===== src/hdl/xtea_pkg.sv =====
// Shared types, constants and constant functions for the XTEA cipher pipeline.
// No dependencies; compiled first.
package xtea_pkg;

    localparam int unsigned WORD_W = 32;
    localparam int unsigned KEY_WORDS = 4;
    localparam logic [WORD_W-1:0] DELTA = 32'h9E37_79B9;

    typedef logic [WORD_W-1:0] t_word;
    typedef logic [KEY_WORDS-1:0][WORD_W-1:0] t_key;

    // Configuration register indexes
    typedef enum logic [1:0] {
        REG_KEY_0 = 2'd0,
        REG_KEY_1 = 2'd1,
        REG_KEY_2 = 2'd2,
        REG_KEY_3 = 2'd3
    } t_cfg_reg;

    // Direction codes
    localparam logic KIND_ENC = 1'b0;
    localparam logic KIND_DEC = 1'b1;

    // Block in flight between cells
    typedef struct packed {
        logic  kind;
        t_word v0;
        t_word v1;
    } t_lane;

    // Running sum used by encryption half-round e (counted from zero).
    // Even half-rounds see (e/2)*delta, odd ones see the sum after the add.
    function automatic t_word half_sum(input int unsigned e);
        logic [63:0] prod;
        prod = 64'((e + 1) >> 1) * 64'(DELTA);
        return prod[WORD_W-1:0];
    endfunction

    // Key word index used by encryption half-round e
    function automatic logic [1:0] half_key_sel(input int unsigned e);
        t_word s;
        s = half_sum(e);
        return ((e % 2) == 1) ? s[12:11] : s[1:0];
    endfunction

endpackage


===== src/hdl/xtea_cell.sv =====
// One pipeline cell of the XTEA cipher: a single Feistel half-round and its register.
// Depends on xtea_pkg.
module xtea_cell #(
    parameter int unsigned P_INDEX  = 0,
    parameter int unsigned P_STAGES = 2
) (
    input  logic             i_clk,
    input  logic             i_rst_n,
    input  xtea_pkg::t_key   i_key,
    input  logic             i_valid,
    input  xtea_pkg::t_lane  i_lane,
    output logic             o_ready,
    output logic             o_valid,
    output xtea_pkg::t_lane  o_lane,
    input  logic             i_ready
);
    import xtea_pkg::*;

    // Decryption runs the encryption half-rounds back to front
    localparam int unsigned E_ENC = P_INDEX;
    localparam int unsigned E_DEC = P_STAGES - 1 - P_INDEX;
    localparam t_word       SUM_ENC = half_sum(E_ENC);
    localparam t_word       SUM_DEC = half_sum(E_DEC);
    localparam logic [1:0]  SEL_ENC = half_key_sel(E_ENC);
    localparam logic [1:0]  SEL_DEC = half_key_sel(E_DEC);
    localparam bit          EVEN    = ((P_INDEX % 2) == 0);

    logic  r_valid;
    t_lane r_lane;
    t_lane n_lane;
    logic  w_dec;
    logic  w_src_is_v0;
    t_word w_src;
    t_word w_dst;
    t_word w_mix;
    t_word w_sum;
    t_word w_ks;
    t_word w_mixed;
    t_word w_new;

    // Even cells: encrypt updates v0 from v1, decrypt updates v1 from v0; odd cells swap
    always_comb begin
        w_dec       = (i_lane.kind == KIND_DEC);
        w_src_is_v0 = EVEN ? w_dec : !w_dec;
        w_src       = w_src_is_v0 ? i_lane.v0 : i_lane.v1;
        w_dst       = w_src_is_v0 ? i_lane.v1 : i_lane.v0;
        w_mix       = ((w_src << 4) ^ (w_src >> 5)) + w_src;
        w_sum       = w_dec ? SUM_DEC : SUM_ENC;
        w_ks        = w_sum + i_key[w_dec ? SEL_DEC : SEL_ENC];
        w_mixed     = w_mix ^ w_ks;
        w_new       = w_dec ? (w_dst - w_mixed) : (w_dst + w_mixed);
        n_lane      = i_lane;
        if (w_src_is_v0) begin
            n_lane.v1 = w_new;
        end else begin
            n_lane.v0 = w_new;
        end
    end

    // Cell takes a new block when empty or when its content moves on
    assign o_ready = !r_valid || i_ready;

    always_ff @(posedge i_clk) begin
        if (!i_rst_n) begin
            r_valid <= 1'b0;
        end else if (o_ready) begin
            r_valid <= i_valid;
        end
    end

    always_ff @(posedge i_clk) begin
        if (o_ready && i_valid) begin
            r_lane <= n_lane;
        end
    end

    assign o_valid = r_valid;
    assign o_lane  = r_lane;

endmodule


===== config.mk =====
export PLATFORM = sky130hd
export DESIGN_NAME = xtea_cell
export DESIGN_NICKNAME = d
export VERILOG_FILES = /design/src/hdl/xtea_pkg.sv /design/src/hdl/xtea_cell.sv
export SDC_FILE = /design/constraint.sdc
export NUM_CORES = 1
export LEC_CHECK = 0
export BUFFER_PORTS_ARGS = -buffer_cell sky130_fd_sc_hd__buf_2
export CORE_MARGIN = 3
export CORE_UTILIZATION = 50
export DETAILED_ROUTE_END_ITERATION = 10
export GPL_TIMING_DRIVEN = 0
export HOLD_SLACK_MARGIN = 0.08
export PLACE_DENSITY_LB_ADDON = 0.25
export RECOVER_POWER = 25
export SYNTH_ARGS = -nofsm -noshare
export SYNTH_HDL_FRONTEND = slang
export SYNTH_SLANG_ARGS = --single-unit

===== constraint.sdc =====
create_clock -name i_clk -period 8.8 [get_ports i_clk]
set_input_delay 1.76 -clock i_clk [delete_from_list [all_inputs] [get_ports i_clk]]
set_output_delay 1.76 -clock i_clk [all_outputs]
set_load 0.005 [all_outputs]

---- Yosys cells after proc, flatten, opt, wreduce, memory -nomap -nowiden ----
Cells that the tools add are included.
cells by class
  multiplexer cells ....................... 9
  bitwise operators ....................... 2
  $add $sub $neg .......................... 4
  order comparisons ....................... 1
  reduce and logical (&&, ||, !) cells .... 3
operators with widths
  kind                count
  $mux 32             7
  $add 32x32->32      3
  $bmux 32 s2         1
  $sub 32x32->32      1
  $xor 32x27->32      1
  $xor 32x32->32      1
  $lt 2x3->1 const B  1
  $mux 2              1
  $logic_and 1x1->1   1
  $logic_not 1->1     1
  $logic_or 1x1->1    1
storage, ports and cells
  bits in registers ....................... 66
  word-level logic and storage cells ...... 23
  output and inout port bits .............. 67

---- Logic depth before layout (Yosys ltp) ----
Gate-level depths: netlist of run 1.
  word-level depth ........................ 8
  mapped depth ............................ 34
  mapped depth without buffers ............ 28

---- Least setup slack after synthesis of run 1 ----
OpenSTA, ideal clock, no wires.
  path kind ............................... in2reg
  start point ............................. input port i_lane[64] (netlist name)
  end point ............................... register r_lane (netlist bit o_lane[30]) (data pin)
  path slack .............................. 241 ps
  cell stages on the path ................. 27
  data required time ...................... 8531 ps
  arrival time ............................ 8290 ps
  library setup time ...................... 269 ps
  buffers on the path ..................... 6
  cell sequence ........................... buf_6 > buf_4 > clkbuf_1 > clkbuf_1 > clkbuf_1 > clkbuf_1 > mux2_2 > ha_1 > a21oi_1 > nand3_1 > o211ai_1 > a21oi_1 > xnor2_1 > xnor2_1 > nor4_1 > and3_1 > nor2_1 > xnor2_1 > ha_1 > a21o_1 > a211o_1 > a211o_1 > a221o_1 > a2111oi_0 > o31ai_1 > xnor2_1 > o21ai_0
RTL lines
  what                    line             text
  start: declaration      xtea_cell.sv:11  input xtea_pkg::t_lane i_lane,
  end signal: assignment  xtea_cell.sv:73  r_lane <= n_lane;
  end: declaration        xtea_cell.sv:29  t_lane r_lane;

==> out/qor.yml, run 1 <==
clock_latency_ps: 330
fmax_mhz: 118
finalClockSkew_ps: 6.30
power.leakage_nw: 5.02
rows: 50
die_area_mm2: 0.0209
drv_slew: 22
maxCapViolCount: 1
layout.nets: 1620
required_ps: 8850
pwr-share-comb_pct: 71.3
synth-edff-count: 65
worst_ir_drop_vdd_uv: 128
die_x_um: 145
postCtsHoldBufs: 0
worst_pin_slew_ps: 1550
synth_top_flop_cell: "edfxtp_1"
synth_nets: 1405
max_stage_delay_ps: 460
drc: 0
num_vias: 9321
port_buffers: 198
initial_core_util_pct: 51.1
violations: "max-capacitance violations, max-slew violations"
path_common_cell: "nor2_1"
clock-sinks: 66
hold_path_class: "reg -> reg"
cts_buffers: 9
cp_max_fo: 22
p_sw_mw: 1.44
run_status: "finished with violations"
syn_inst: 1122
grt_pass1_vias: 8625
setup_viol: 0
clkPwrFrac_pct: 11.6
ant_nets: 0
finalHoldViolCount: 0
grt_max_degree: 45
first_pass_iters: 5
grt_pass1_wl_mm: 44.9
die_height_um: 145
root_buffer: "clkbuf_16"
core_mm2: 0.0188
intPower_mw: 1.67
antenna_found_initial: 1
vias_per_cell: 5.91
synthTopCellsByArea: "edfxtp_1, ha_1, xnor2_1, mux2_2, xor2_1"
route.detailed.wl_per_inst_um: 19.0
netlist_area_mm2: 0.00959
grt.total_usage_pct: 27.4
final_layout_size_suffix_gt1_share_pct: 25.7
p_per_area_mw_per_mm2: 271
place_congestion: 0.953
slew_headroom_pct: -3.71
syn2layout_area_growth_pct: 19.6
first_iter_violations: 831
ys_ff_latch: 66
cp_data_arrival_time_ps: 8530
ys_types: 90
synth.most_common_cell: "xnor2_1"
slowest_stage: "a2111oi_4"
endpoint_kind: "flop"
yosysSeqAreaShare_pct: 20.6
synthArstFlopShare_pct: 0
p_seq_share_pct: 17.1
ios: 264
cts_tree: "done"
wirelength_mm: 29.9
syn_avg_cell_area_um2: 8.55
synthTopCellsByCount: "xnor2_1, nand2_1, ha_1"
synth_top_cell_by_area: "edfxtp_1"
post_dp_cell_area_mm2: 0.0109
path_class: "in -> reg"
cts.reportedPaths.clkPinSlew_ps: 60
cts.htree.levels: 3
layout_setup_ws_ps: 314
min_period_ps: 8490
synth_top_area_share_pct: 20.3
place_hpwl_mm: 24.0
grt.overflow.total: 0
cts_buffer_depth: 2
critPathLaunchType: "input port"
switching_share_pct: 46.4
fillers: 1692
finalInstanceArea_mm2: 0.0115
preCtsSetupSlack_ps: -3030
fin_crit_sh_pct: 96.4
ys_warn_count: 0
power by group through the flow:
stage          combinational [mW]  sequential [mW]  clock (mW)
2_1_floorplan                1.55            0.557           0
3_3_place_gp                 2.06            0.537           0
3_5_place_dp                 2.08            0.539           0
4_1_cts                      2.10            0.533       0.363
5_1_grt                      2.43            0.544       0.375
6_report                     2.22            0.532       0.361
repair_timing:
action / CTS / global route
buffers inserted: 2 / 6
gates resized for setup: 24 / 42
hold endpoints to repair: 0 / 0
endpoints found under the setup margin: 48 / 19
pin swaps: 2 / 11
metal layers:
metal,vias to the layer above,global-route usage [%],routed length [um]
met4,0,7.02,683
met2,424,44.0,13300
li1,4573,-,-
met3,56,4.00,2480
met5,-,0,0
met1,4268,38.8,13500
metrics by stage:
step	std cells	hold WS (ps)	setup TNS [ps]	total power, mW	util (%)
2_1_floorplan	1122	537	0	2.10	-
3_3_place_gp	1554	503	-93900	2.59	58.0
3_5_place_dp	1555	523	-89500	2.62	58.1
4_1_cts	1571	535	-41.5	3.00	60.0
5_1_grt	1577	581	-367	3.35	61.2
6_report	1577	534	0	3.11	61.2
layout by cell type (no fill, tap or decap), drive strengths merged, types with 5 or more instances in the layout:
cell / n
a211oi: 7
a21boi: 6
a21o: 48
a21oi: 82
a311oi: 5
a31o: 5
a31oi: 15
a41oi: 6
and2: 13
and3: 9
buf: 206
clkbuf: 44
clkinv: 5
edfxtp: 65
ha: 84
inv: 38
mux2: 58
mux2i: 10
nand2: 108
nand2b: 13
nand3: 21
nand4: 9
nor2: 76
nor2b: 27
nor3: 19
nor4: 6
o211ai: 10
o21a: 5
o21ai: 76
o21bai: 22
o311ai: 5
or3: 8
xnor2: 108
xnor3: 6
xor2: 52
area by class of cell:
| cell class | count | area (um^2) | share of cell area [%] |
|---|---|---|---|
| antenna | 1 | 2.50 | 0.0218 |
| buffer | 34 | 176 | 1.54 |
| clock buffer | 9 | 225 | 1.96 |
| clock inverter | 7 | 70.1 | 0.610 |
| inverter | 38 | 143 | 1.24 |
| multi-input combinational | 981 | 7540 | 65.7 |
| sequential | 66 | 1970 | 17.2 |
| tap | 234 | 293 | 2.55 |
| timing repair buffer | 207 | 1060 | 9.24 |
worst max-delay path, delay by kind of cell:
kind | cells | cell delay (ps)
AOI/OAI and AO/OA | 8 | 1650
xor gates and xnor gates | 2 | 560
adders and majority gates | 2 | 690
buffers and inverters | 7 | 1540
muxes | 1 | 360
and+or+nand+nor | 12 | 1920
sequential cells by signal, indices dropped and copies added, names as in the netlist:
| signal | count |
|---|---|
| o_lane | 65 |
| o_valid | 1 |
kinds of logic (layout without fill, tap and decap cells):
group                    count (synthesis)  count (layout)  share of synthesized area [%]
AO/OA/AOI/OAI                          334             334                           23.8
XOR/XNOR                               166             166                           16.0
adder cells (fa/ha/maj)                 86              86                           11.4
buffers and inverters                   75             295                           3.06
flip-flops                              66              66                           20.6
multiplexers                            68              68                           8.10
other                                    0               1                              0
AND/OR/NAND/NOR                        327             327                           17.1
worst paths after layout:
| check | end | from | slack [ps] | cells past startpoint |
|---|---|---|---|---|
| worst max register to register | o_lane[62] | o_valid | 6530 | 3 |
| worst min-delay path | o_valid | o_valid | 530 | 2 |
| worst min register to register | o_valid | o_valid | 530 | 2 |
| worst max-delay path | o_lane[63] | i_lane[64] | 310 | 32 |
No activity file was read; power rests on OpenSTA's default activity.
==> inputs of run 2 (changes only) <==
--- a/constraint.sdc
+++ b/constraint.sdc
@@ -3,2 +3,2 @@
 set_output_delay 1.76 -clock i_clk [all_outputs]
-set_load 0.005 [all_outputs]
+set_load 0.1 [all_outputs]
==> run 2 against run 1 <==
  * The run still ends with max-capacitance violations, max-slew violations left
  * Register-to-register slack hardly changed
  * Wire length hardly changed
  * Total power is 23% higher
  * First-iteration DRC count is 0.36% higher
  * Critical endpoint is now o_lane[30]
==> out/qor.yml, run 2 (synthesis gave the netlist of run 1 again) <==
final_common_cell: "buf_2"
finalClockSkew_ps: 6.14
route.detailed.wl_per_inst_um: 19.0
ios: 264
finalHoldViolCount: 0
max_stage_delay_ps: 440
vias_per_cell: 5.90
slew_headroom_pct: -3.47
grt_max_degree: 45
p_per_area_mw_per_mm2: 334
port_buffers: 198
postCtsHoldBufs: 0
final_layout_size_suffix_gt1_share_pct: 24.7
cp_max_fo: 22
violations: "max-capacitance violations, max-slew violations"
cts_buffers: 9
die_x_um: 145
first_iter_violations: 834
power.total_mw: 3.82
wirelength_mm: 29.9
rows: 50
place_hpwl_mm: 24.0
reg2reg_slack_ps: 6540
core_mm2: 0.0188
setup_viol: 0
cts.reportedPaths.clkPinSlew_ps: 60
post_dp_cell_area_mm2: 0.0109
maxCapViolCount: 1
final_cell_mix: "buf_2, nand2_1, xnor2_1, ha_1, a21oi_1"
cts.htree.levels: 3
die_height_um: 145
fillers: 1698
cp_data_arrival_time_ps: 8550
clock-sinks: 66
num_vias: 9300
register_area_mm2: 0.00197
fin_crit_sh_pct: 96.6
place_congestion: 0.953
multi_input_area_mm2: 0.00754
ant_nets: 0
path_class: "in -> reg"
root_buffer: "clkbuf_16"
grt.overflow.total: 0
min_period_ps: 8500
layout.nets: 1620
cts_buffer_depth: 2
initial_core_util_pct: 51.1
run_status: "finished with violations"
first_pass_iters: 5
required_ps: 8850
hold_path_class: "reg -> reg"
worst_ir_drop_vdd_uv: 134
drc: 0
critPathLaunchType: "input port"
syn2layout_area_growth_pct: 19.5
path_common_cell: "buf_4"
grt_pass1_vias: 8625
finalInstanceArea_mm2: 0.0115
antenna_found_initial: 1
cts_tree: "done"
grt_pass1_wl_mm: 44.9
endpoint_kind: "flop"
power.leakage_nw: 4.98
die_area_mm2: 0.0209
grt.total_usage_pct: 27.4
drv_slew: 22
worst_pin_slew_ps: 1550
largest_reg_flops: 65
slowest_stage: "a221o_1"
fmax_mhz: 118
clock_latency_ps: 330
==> run 2: final cells by class <==
type | count | area share (%)
diodes | 1 | 0.0218
repair buffers | 207 | 9.11
plain buffers | 34 | 1.54
clock inverters | 7 | 0.611
multi-input cells | 981 | 65.7
flip-flops and latches | 66 | 17.2
inverters | 38 | 1.24
clock buffers | 9 | 1.96
well taps | 234 | 2.55
==> run 2: layer usage <==
layer  global-route usage, %  vias to the layer above  wire, um
met5                       0                        -         0
met1                    38.8                     4245     13600
met2                    44.0                      422     13300
met4                    7.02                        0       686
met3                    4.00                       59      2430
li1                        -                     4574         -
==> run 2: timing repair <==
action,in CTS,in global routing
endpoints found under the setup margin,48,19
resized for setup,24,42
hold endpoints to repair,0,0
pin swaps,2,11
setup buffers,2,6
==> run 2: worst max-delay path, delay by kind of cell <==
| family | cells | cell delay [ps] |
|---|---|---|
| AO/OA/AOI/OAI | 10 | 2570 |
| buffers and inverters | 7 | 1640 |
| AND/OR/NAND/NOR | 7 | 1400 |
| adder cells (fa/ha/maj) | 2 | 590 |
| XOR/XNOR | 3 | 550 |
==> run 2: worst paths after layout <==
kind / start / endpoint / cells past startpoint
setup / recovery: i_lane[64] / o_lane[30] / 29
hold / removal: o_valid / o_valid / 2
setup reg to reg: o_valid / o_lane[28] / 3
hold reg to reg: o_valid / o_valid / 2
==> run 2: per-stage QoR <==
| stage | setup WS, ps | cells | setup TNS [ps] | hold WS [ps] | utilization, % |
|---|---|---|---|---|---|
| floorplan | 241 | 1122 | 0 | 1780 | - |
| CTS | -24.1 | 1571 | -41.5 | 535 | 60.0 |
| finish | 299 | 1577 | 0 | 534 | 61.1 |
| detailed placement | -3030 | 1555 | -89500 | 523 | 58.1 |
| global route | -86.7 | 1577 | -367 | 581 | 61.1 |
| global placement | -3130 | 1554 | -93900 | 503 | 58.0 |
==> run 2: report_power, final <==
part | internal [mW] | leakage (nW) | switching, mW
registers | 0.510 | 0.642 | 0.0228
logic | 0.934 | 4.20 | 2.00
clock network | 0.219 | 0.145 | 0.142
==> inputs of run 3 (changes only) <==
- MAX_ROUTING_LAYER: unset -> met4
==> run 3 against run 2 <==
  * The flow still finishes with violations (max-capacitance violations, max-slew violations)
  * Sequential share of layout area down 0.054 points
  * Critical path depth down 1
  * Register-to-register slack about the same
  * Global-route usage up 0.74 points
  * Clock-buffer cell count up 2
  * Via count up 0.40%
  * Worst hold slack worse by 2.0 ps
  * Maximum frequency down 0.87%
  * First-iteration DRC count up 4.8%
  * Cell count unchanged
  * Setup slack worse by 75 ps
  * Critical path type unchanged
==> out/qor.yml, run 3 (synthesis gave the netlist of run 1 again) <==
run_status: "finished with violations"
violations: "max-capacitance violations, max-slew violations"
hold_slack_ps: 532
root_buffer: "clkbuf_16"
clkPwrFrac_pct: 9.5
wirelength_mm: 30.1
hold_path_class: "reg -> reg"
fin_crit_sh_pct: 97.5
p_seq_share_pct: 13.9
largest_reg_flops: 65
place_hpwl_mm: 24.1
clock_latency_ps: 340
cp_max_fo: 22
initial_core_util_pct: 51.1
final_layout_size_suffix_gt1_share_pct: 24.7
place_congestion: 0.962
drv_slew: 22
power.leakage_nw: 5.00
finalInstanceArea_mm2: 0.0115
max_stage_delay_ps: 440
pwr-share-comb_pct: 76.6
post-route-util_pct: 61.3
final_cell_mix: "buf_2, nand2_1, xnor2_1, ha_1"
final_common_cell: "buf_2"
layout.nets: 1621
cts.reportedPaths.clkPinSlew_ps: 50
route.detailed.wl_per_inst_um: 19.1
path_class: "in -> reg"
switching_share_pct: 56.6
cts_tree: "done"
syn2layout_area_growth_pct: 19.8
cp_data_arrival_time_ps: 8640
min_period_ps: 8580
drc: 0
finalHoldViolCount: 0
slowest_stage: "a221o_1"
rr_startpoint: "o_valid"
vias_per_cell: 5.92
p_per_area_mw_per_mm2: 334
hold_start: "o_valid"
grt_pass1_wl_mm: 45.0
die_area_mm2: 0.0209
fmax_mhz: 117
intPower_mw: 1.66
die_height_um: 145
first_iter_violations: 874
die_x_um: 145
worst_ir_drop_vdd_uv: 129
ios: 264
antenna_found_initial: 0
cts_buffers: 9
reg2reg_slack_ps: 6530
p_sw_mw: 2.17
antennaDiodeCount: 0
cts_buffer_depth: 2
cts.htree.levels: 3
grt.total_usage_pct: 28.1
first_pass_iters: 5
grt_max_degree: 45
rows: 50
setup_viol: 0
slew_headroom_pct: -3.87
postCtsHoldBufs: 0
critPathLaunchType: "input port"
endpoint_kind: "flop"
ant_nets: 0
grt.overflow.total: 0
worst_pin_slew_ps: 1560
crit_start: "i_lane[64]"
port_buffers: 198
core_mm2: 0.0188
clock-sinks: 66
post_dp_cell_area_mm2: 0.0109
maxCapViolCount: 1
finalClockSkew_ps: 6.18
grt_pass1_vias: 8702
num_vias: 9337
required_ps: 8860
[run 3: power by group through the flow]
stage / registers (mW) / logic (mW) / clock network, mW
floorplan: 1.28 / 1.55 / 0
global placement: 0.537 / 2.78 / 0
detailed placement: 0.539 / 2.80 / 0
CTS: 0.533 / 2.84 / 0.365
global route: 0.545 / 3.15 / 0.378
finish: 0.533 / 2.94 / 0.364
[run 3: per-layer routing]
metal | routed length [um] | share of wire (%) | vias up | GRT usage, %
met4 | 580 | 1.9 | 0 | 6.68
li1 | - | - | 4566 | -
met3 | 2070 | 6.9 | 36 | 3.14
met2 | 13500 | 45 | 380 | 43.9
met1 | 14000 | 46 | 4355 | 39.3
met5 | 0 | 0 | - | -
[run 3: stage by stage]
stage / std cells / TNS, ps / power, mW / worst slack, ps
2_1_floorplan: 1122 / 0 / 2.83 / 241
3_3_place_gp: 1554 / -90030 / 3.32 / -3000
3_5_place_dp: 1555 / -88080 / 3.34 / -3000
4_1_cts: 1572 / 0 / 3.74 / 28.6
5_1_grt: 1577 / -158 / 4.07 / -57.2
6_report: 1577 / 0 / 3.84 / 224
[run 3: worst paths after layout]
| path | to | cells after the start |
|---|---|---|
| max | o_lane[58] | 28 |
| min | o_valid | 2 |
| max reg2reg | o_lane[64] | 3 |
| min reg2reg | o_valid | 2 |
[run 3: repair_timing]
action / in CTS / in global routing
buffers inserted: 2 / 5
endpoints found under the hold margin: 0 / 0
gates resized for setup: 33 / 36
setup endpoints to repair: 48 / 16
pin swaps: 2 / 9
[run 3: area by class of cell]
cell class | instances | area, um^2
inverters | 38 | 143
clock inverters | 5 | 55.1
plain buffers | 36 | 185
flip-flops and latches | 66 | 1970
repair buffers | 206 | 1040
multi-input cells | 981 | 7570
fillers | 1702 | 7270
clock buffers | 11 | 243
well taps | 234 | 293
[run 3: critical path, delay by kind of cell]
| family | cells | cell delay (ps) |
|---|---|---|
| adder cells (fa/ha/maj) | 2 | 660 |
| buffers and inverters | 6 | 1370 |
| AND/OR/NAND/NOR | 7 | 1360 |
| AO/OA/AOI/OAI | 10 | 2770 |
| XOR/XNOR | 3 | 640 |
